==> config.mk <==
export PLATFORM = sky130hd
export DESIGN_NAME = mdl_ram
export DESIGN_NICKNAME = d
export VERILOG_FILES = /design/src/design/mdl_ram.sv
export SDC_FILE = /design/constraint.sdc
export NUM_CORES = 2
export LEC_CHECK = 0
export BUFFER_PORTS_ARGS = -buffer_cell sky130_fd_sc_hd__buf_2
export CORE_MARGIN = 3
export CORE_UTILIZATION = 46
export DETAILED_ROUTE_END_ITERATION = 6
export HOLD_SLACK_MARGIN = 0.05
export SLEW_MARGIN = 20
export SYNTH_ARGS = -nofsm -noshare
export SYNTH_HDL_FRONTEND = slang
export SYNTH_SLANG_ARGS = --single-unit
==> constraint.sdc <==
create_clock -name clk -period 2.6 [get_ports clk]
set_clock_uncertainty 0.05 [all_clocks]
set_input_delay 0.26 -clock clk [delete_from_list [all_inputs] [get_ports clk]]
set_output_delay 0.26 -clock clk [all_outputs]
set_load 0.03 [all_outputs]
==> src/design/mdl_ram.sv <==
// ----------------------------------------------------------------------------
// mdl_ram
// Generic single-port-write, single-port-read RAM with registered read.
// ----------------------------------------------------------------------------
module mdl_ram #(
  parameter int WIDTH = 16,
  parameter int DEPTH = 256
) (
  input  logic                     clk,
  input  logic                     we,
  input  logic [$clog2(DEPTH)-1:0] waddr,
  input  logic [WIDTH-1:0]         wdata,
  input  logic [$clog2(DEPTH)-1:0] raddr,
  output logic [WIDTH-1:0]         rdata
);

  logic [WIDTH-1:0] mem [DEPTH];

  // Write and registered read
  always_ff @(posedge clk) begin
    if (we) begin
      mem[waddr] <= wdata;
    end
    rdata <= mem[raddr];
  end

endmodule

==> metrics.md <==
| Metric | Value |
|---|---|
| Dominant synthesized flop cell | edfxtp_1 |
| Max VDD drop | 0.5862 mV |
| Post-route setup TNS | -0.001970 ns |
| Worst slew margin | 27.98% |
| Buffers added on ports | 49 |
| Psw | 30.45 mW |
| Drt pass-1 iters | 7 |
| Largest net degree at the start of global routing | 106 |
| Root Driver | clkbuf_16 |
| Inserted Clock Buffers | 419 |
| CTS sink cnt | 4112 |
| Syn Area/Cell | 21.56 sq um |
| Max-cap violations | 0 |
| Fin cells | 13415 |
| Flop pwr share | 51.5% |
| CP cell instances | mux4_2 -> mux2_4 -> a22oi_2 -> buf_4 -> nand2_2 -> o32ai_2 -> buf_4 -> nor4_2 |
| Failing checks | setup timing |
| Die Y | 593.4 microns |
| Asr flop ratio synth | 0% |
| CP Capture Type | flop |
| Fmax | 384.3 MHz |
| Via count | 82013 |
| I/O pins | 50 |
| Drt wl/cell | 32.91 microns |
| Pleak | 61.15 nW |
| Worst Tran Pin Value | 1.080 ns |
| Drt initial violations | 9875 |
| Minimum clock period | 2.602 ns |
| Crit Path Class | flop to flop |
| Worst min path class | input pin to flop |
| Share of layout cells above drive strength 1 | 31.33% |
| Core Util, Final | 54.90% |
| Endpoints failing hold | 0 |
| Final net count | 8524 |
| HPWL Detailed | 278.3 mm |
| Mapped Nets | 7394 |
| Clk slew on worst S/H paths | 0.06 ns |
| Clock power share | 42.8% |
| First-pass GRT wire length | 624.6 mm |
| Max clock buf depth | 4 |
| Cell accounting for the most synthesized area | edfxtp_1 |
| Reg2reg setup slack | -0.002 ns |
| Internal | 111.6 mW |
| Unique masters post-synth | 52 |
| CP max stage delay | 0.48 ns |
| Drc violations | 0 |
| Combinational fraction of design power | 5.7% |
| P per Cell Area | 753.6 nW/um^2 |
| Area added between synthesis and finish | 18.73% |
| Critical Path AT | 3.37 ns |
| GRT Overall Usage | 25.02% |
| Via/cell ratio | 6.114 |
| Final ANT Viol Nets | 0 |
| Crit path max fanout | 1 |
| Placer congestion estimate | 0.8974 |
| CP required | 3.37 ns |
| Area share of the leading cell type in the synthesized netlist | 77.50% |
| Status | finished, violations left |
| Flops & latches, synth | 4112 |
| RSZ-0062 raised after global routing | true |
| Die ar. | 352100 sq um |
| Synth warn | 0 |
| Core ar. | 343300 sq um |
| H-tree depth | 5 |
| Wirelength, routed | 441.4 mm |
| Gate Count Post-Synth | 7360 |
| Placed insts | 12607 |
| CTS tree | done |
| Die Width | 593.4 microns |
| Slew Limit Fails | 0 |
| Area contributors post-synth | edfxtp_1, mux4_2, mux2i_1 |
| Final setup viols | 1 |
| Startpoint types | flop |
| Initial antenna violation count | 29 |
| Initial Util | 46.24% |
| Seq/Total Area, Yosys | 77.70% |
| Synthesized area | 158700 sq um |
| Grt total ovfl | 0 |
| Most frequent cell on the critical path | buf_4 |
| Hold WS | 0.1489 ns |
| Switching share of power | 21.44% |
| Critical Path Slowest Stage Cell | a22oi_2 |
| Post-route setup slack | -0.001970 ns |
| Clk_lat worst skew | 0.98 ns |
| Final period utilization | 100.1% |
| Vias in the first global route | 81902 |
| Dpl ws | -1.048 ns |
| Post-synth EDFFs | 4096 |
| FP Rows | 215 |
[worst paths after layout]
| path | start | to | cells after the start |
|---|---|---|---|
| setup / recovery | mem[2][12] | rdata[12] | 8 |
| hold / removal | waddr[2] | mem[206][9] | 4 |
| setup reg to reg | mem[2][12] | rdata[12] | 8 |
| hold reg to reg | mem[209][3] | rdata[3] | 6 |
[metal layers]
metal,global-route usage (%),up-vias,part of all wire [%]
met5,0,-,0.021
met4,8.592,8,3.9
met3,4.207,686,8.4
met2,39.78,3849,48
met1,35.34,43840,40
li1,-,33630,-
[registers in the layout, indices dropped and copies added, names as in the netlist]
name,count
mem,4096
rdata,16
[Yosys cell counts, types with 26 or more instances]
| library cell | instances |
|---|---|
| edfxtp_1 | 4096 |
| mux4_2 | 797 |
| mux2i_1 | 565 |
| nor2_1 | 304 |
| o221ai_1 | 252 |
| clkbuf_1 | 230 |
| a21oi_1 | 175 |
| o22ai_1 | 148 |
| nor3_1 | 92 |
| mux2_2 | 88 |
| buf_6 | 77 |
| buf_2 | 76 |
| a22oi_1 | 43 |
| nand2_1 | 38 |
| o21ai_0 | 37 |
| nand3_1 | 35 |
| a22o_1 | 32 |
| a221oi_1 | 28 |
| buf_1 | 27 |
| buf_4 | 26 |
| nand4_1 | 26 |
[kinds of logic after synthesis]
group | count (synthesis) | synth area share (%)
compound gates | 786 | 3.537
flops | 4112 | 77.70
mux | 1450 | 15.50
buf+inv | 456 | 1.693
simple gates | 556 | 1.574
[critical path, delay by kind of cell (launching register included)]
| kind | cells | cell delay (ns) |
|---|---|---|
| compound gates | 2 | 0.75 |
| buf+inv | 2 | 0.42 |
| flops | 1 | 0.38 |
| mux | 2 | 0.77 |
| simple gates | 2 | 0.09 |
[layout by cell type (no fill, tap or decap), types with 22 or more instances in the layout]
cell type	n
nor3_1	90
mux2i_1	565
nor2_2	89
buf_12	278
a221oi_1	27
o221ai_1	252
bufinv_16	53
o21ai_0	36
o22ai_1	148
mux2_2	87
buf_2	28
clkinv_1	90
nand3_1	26
nand2_1	36
a21oi_1	175
clkbuf_16	423
nand4_1	26
edfxtp_1	4096
a22o_1	22
a22oi_1	42
nor2_1	214
clkinv_2	74
mux4_2	797
buf_4	815
clkbuf_1	79
[power groups by stage]
stage | Sequential [mW] | Clock (mW) | Combinational, mW
global route | 73.2 | 64.4 | 8.43
floorplan | 74.6 | 0 | 3.60
CTS | 73.2 | 61.7 | 8.09
finish | 73.2 | 60.7 | 8.08
global placement | 74.6 | 0 | 7.92
detailed placement | 74.6 | 0 | 8.03
[timing repair]
item,4_1_cts,5_1_grt
pin swaps,4,4
setup buffers,0,0
hold buffers,20,0
setup endpoints to repair,6,12
endpoints found under the hold margin,3433,0
resized for setup,10,16
[through the flow]
stage                     cell area [sq um]  power [mW]
final                                188400       142.0
after floorplan                      158700       78.22
after detailed placement             174200       82.63
after global routing                 188400       146.0
after CTS                            188400       143.0
after global placement               174200       82.51
[final cells by class]
cell class	instances	area [sq um]
timing repair buffer	1161	12330
clock buffer	508	10960
inverter	4	27.53
fill	25808	154800
sequential	4112	123300
multi-input combinational	2792	33130
tap	4557	5702
clock inverter	268	2940
antenna	13	32.53
No activity file was read; power rests on OpenSTA's default activity.
