$ cat config.mk
export PLATFORM = sky130hd
export DESIGN_NAME = mdl_cell
export DESIGN_NICKNAME = d
export VERILOG_FILES = /design/src/design/mdl_pkg.sv /design/src/design/mdl_cell.sv
export SDC_FILE = /design/constraint.sdc
export NUM_CORES = 2
export LEC_CHECK = 0
export ABC_AREA = 1
export CAP_MARGIN = 10
export CORE_ASPECT_RATIO = 1.1
export CORE_MARGIN = 5
export CORE_UTILIZATION = 50
export CTS_CLUSTER_DIAMETER = 40
export DETAILED_ROUTE_END_ITERATION = 12
export DONT_BUFFER_PORTS = 1
export GPL_TIMING_DRIVEN = 0
export PLACE_DENSITY_LB_ADDON = 0.3
export SYNTH_ARGS = -nofsm -noshare
export SYNTH_HDL_FRONTEND = slang
export SYNTH_SLANG_ARGS = --single-unit
$ cat constraint.sdc
create_clock -name clk -period 11.6 [get_ports clk]
set_input_delay 1.74 -clock clk [delete_from_list [all_inputs] [get_ports clk]]
set_output_delay 1.74 -clock clk [all_outputs]
set_load 0.02 [all_outputs]
$ cat src/design/mdl_pkg.sv
// ----------------------------------------------------------------------------
// mdl_pkg
// Shared types, constants and register codes for the masked dense layer.
// ----------------------------------------------------------------------------
package mdl_pkg;

  localparam int MAX_INPUTS  = 16;
  localparam int MAX_OUTPUTS = 16;
  localparam int COL_W = $clog2(MAX_INPUTS);
  localparam int ROW_W = $clog2(MAX_OUTPUTS);
  localparam int ADDR_W = COL_W + ROW_W;
  localparam int DEPTH = MAX_INPUTS * MAX_OUTPUTS;
  localparam int MASK_ONE = 16384;

  // Full-precision accumulator: 32-bit products over up to MAX_INPUTS terms
  localparam int ACC_W = 33 + COL_W;

  typedef enum logic [1:0] {
    FN_WEIGHT  = 2'd0,
    FN_MASK    = 2'd1,
    FN_BIAS    = 2'd2,
    FN_FEATURE = 2'd3
  } func_t;

  typedef enum logic [1:0] {
    REG_GAIN   = 2'd0,
    REG_THRESH = 2'd1,
    REG_NIN    = 2'd2,
    REG_NOUT   = 2'd3
  } reg_t;

  typedef enum logic [1:0] {
    ST_IDLE,
    ST_RUN,
    ST_FINISH
  } state_t;

  // Control that travels along the cell chain with each term
  typedef struct packed {
    logic              valid;
    logic              first;
    logic              last;
    logic [ROW_W-1:0]  row;
  } tag_t;

endpackage

$ cat src/design/mdl_cell.sv
// ----------------------------------------------------------------------------
// mdl_cell
// One stage of the MAC chain: multiplies, with an optional floor shift by 14 (masks or multiplies).
// ----------------------------------------------------------------------------
module mdl_cell (
  input  logic                      clk,
  input  logic                      rst_n,
  input  mdl_pkg::tag_t             tag_in,
  input  logic signed [mdl_pkg::ACC_W-1:0] a_in,
  input  logic signed [16:0]        b_in,
  input  logic                      shift14,
  output mdl_pkg::tag_t             tag_out,
  output logic signed [mdl_pkg::ACC_W-1:0] p_out
);

  logic signed [mdl_pkg::ACC_W+17-1:0] prod;
  logic signed [mdl_pkg::ACC_W-1:0] p_r, p_nxt;
  mdl_pkg::tag_t tag_r;

  // Multiply and optionally floor-shift by 14
  always_comb begin
    prod = a_in * b_in;
    if (shift14) begin
      p_nxt = mdl_pkg::ACC_W'(prod >>> 14);
    end else begin
      p_nxt = mdl_pkg::ACC_W'(prod);
    end
  end

  // Hold product and tag for the neighbour
  always_ff @(posedge clk) begin
    if (!rst_n) begin
      tag_r.valid <= 1'b0;
    end else begin
      tag_r.valid <= tag_in.valid;
    end
    tag_r.first <= tag_in.first;
    tag_r.last  <= tag_in.last;
    tag_r.row   <= tag_in.row;
    p_r <= p_nxt;
  end

  assign tag_out = tag_r;
  assign p_out   = p_r;

endmodule

==> results.ini <==
[grt]
grt_pass1_wl_mm=119.4
grtUsageTotal_pct=30.34
grt_max_degree=16
use_met1_pct=37.30
antenna_found_initial=1
grt.overflow.total=0
grt_pass1_vias=20890
grt_util_met2_pct=51.37
grt-busiest-layer=met2
grt.met3_usage_pct=5.764

[job]
cap_violations=0

[logic_synthesis]
synth_seq_cells=44
ys_warn_count=0
avgSynthCellArea_um2=7.361
ys_seq_area_share_pct=3.685
syn_inst=3247
netlist_area_um2=23900
yosysUniqueCellTypes=39
synth_nets=4005

[worst_setup_path]
path_class=in2reg
worstPathArrival_ns=9.14
crit_required_ns=11.78
startpoint_type=primary input
worst-path-max-fanout=10
end_kind=flip-flop

[sta]
setup_viol=0
rsz0062_at_grt=no
tightest_slew_ns=1.274
finalMaxSlewViolations=0
tns_ns=0
period_share_pct=77.23
maxSlewHeadroom_pct=15.08
fmax_mhz=111.6
min_period_ns=8.959
hold_viol=0

[finish]
mostFrequentLayoutCell=inv_1
antenna_cells=0
fin_cells=3900
area_growth_pct=3.999
fin_nets=4012
drive_above_1_share_pct=1.659
final_cell_mix=inv_1, nand2_1, fa_1

[clocking]
ctsResizeCount=0
cts_buffers=5
clk_pin_slew_ns=0.06
clockBufferDepth=2
postCtsSetupBuffers=0
cts_tree=done
cts.root.buffer_cell=clkbuf_16
cts.sinks=44
holdBufCountCts=0
htree_levels=2

[detailed_routing]
postRouteWirelength_mm=77.70
drc=0
drt_first_pass_iters=6
via_per_inst=5.166
via_count=20150
postRouteAntennaNets=0
drt_iter0_markers=1843
detail_route.wl_per_cell_um=19.92

[placed_design]
place_congestion=0.9744
dp_cells=3892
port_buffers=0
dp_hpwl_mm=65.45

[floorplanning]
core_um2=47610
die-area_um2=52280
start_util_pct=50.20
pin_count=108
die_width_um=218.5
die_h_um=239.3
rows=84

[worst_hold_path]
worstHoldPathType=in2reg

[outcome]
outcome=finished, final reports clean

kinds of logic (layout without fill, tap and decap cells):
| family | Yosys count | count (layout) | share of synthesized area, % |
|---|---|---|---|
| AOI/OAI and AO/OA | 110 | 110 | 2.654 |
| xor gates and xnor gates | 7 | 7 | 0.2565 |
| adders and majority gates | 694 | 694 | 54.33 |
| buffers and inverters | 1167 | 1175 | 18.35 |
| DFF | 44 | 44 | 3.685 |
| and+or+nand+nor | 1225 | 1225 | 20.72 |
critical path, cell delays in order:
cell and delay [ns]:
clkbuf_1 0.91, clkbuf_1 0.82, nand2_1 0.18, fa_1 0.59, inv_1 0.06, fa_1 0.55
inv_1 0.06, fa_1 0.49, inv_1 0.05, fa_1 0.50, fa_1 0.49, inv_1 0.05
fa_1 0.52, inv_1 0.05, ha_1 0.42, nand2_1 0.15, nor2_2 0.18, nand2_1 0.15
nor3b_2 0.32, nand2_1 0.09, a21oi_1 0.30, nor2_1 0.20, inv_1 0.09, nand2_1 0.06
nand3_1 0.06, nand2_1 0.06
synth_stat cells (all sizes together):
| cell | count | share of area, % |
|---|---|---|
| and2 | 1 | 0.026 |
| nor3 | 9 | 0.21 |
| ha | 121 | 6.3 |
| a21oi | 53 | 1.1 |
| nand3 | 109 | 2.3 |
| clkbuf | 113 | 1.8 |
| o211ai | 2 | 0.084 |
| nand4 | 15 | 0.39 |
| nor3b | 2 | 0.084 |
| xnor2 | 4 | 0.15 |
| or2 | 19 | 0.50 |
| o21bai | 10 | 0.36 |
| xor2 | 3 | 0.11 |
| a21o | 1 | 0.031 |
| nor2 | 110 | 1.8 |
| inv | 1019 | 16 |
| fa | 573 | 48 |
| o21ai | 42 | 0.97 |
| buf | 35 | 0.58 |
| nor4 | 1 | 0.026 |
| nand2 | 947 | 15 |
| o21a | 2 | 0.063 |
| dfxtp | 44 | 3.7 |
| nand3b | 12 | 0.38 |
layer usage:
metal,up-vias,routed length (um)
li1,9029,-
met1,9864,28010
met4,2,5243
met3,258,7388
met5,-,11
met2,993,37040
final timing paths:
check	startpoint	end	depth (start not counted)
hold / removal	tag_in[1]	tag_out[1]	0
setup / recovery	b_in[2]	p_out[36]	26
through the flow:
stage | util (%) | hold WS (ns) | setup slack [ns] | area, um^2
floorplan | - | 1.768 | 4.659 | 23900
global placement | 51.90 | 1.768 | 2.475 | 24710
detailed placement | 51.90 | 1.768 | 2.478 | 24710
CTS | 52.21 | 1.469 | 2.777 | 24860
global route | 52.21 | 1.461 | 2.359 | 24860
finish | 52.21 | 1.470 | 2.641 | 24860
final cells by class:
type                       count  area [um^2]
sequential                    44        880.8
tap                          645        807.0
fill                        4718        22750
clock inverter                 3        23.77
clock buffer                   5        125.1
buffer                       148        561.8
multi-input combinational   2036        18630
inverter                    1019         3825
sequential cells by signal (all words and copies together) (netlist names):
name,cells
p_out,37
tag_out,7
Power is not shown: default switching activity piles up to over one toggle a cycle in this logic, so the estimate is an artifact.
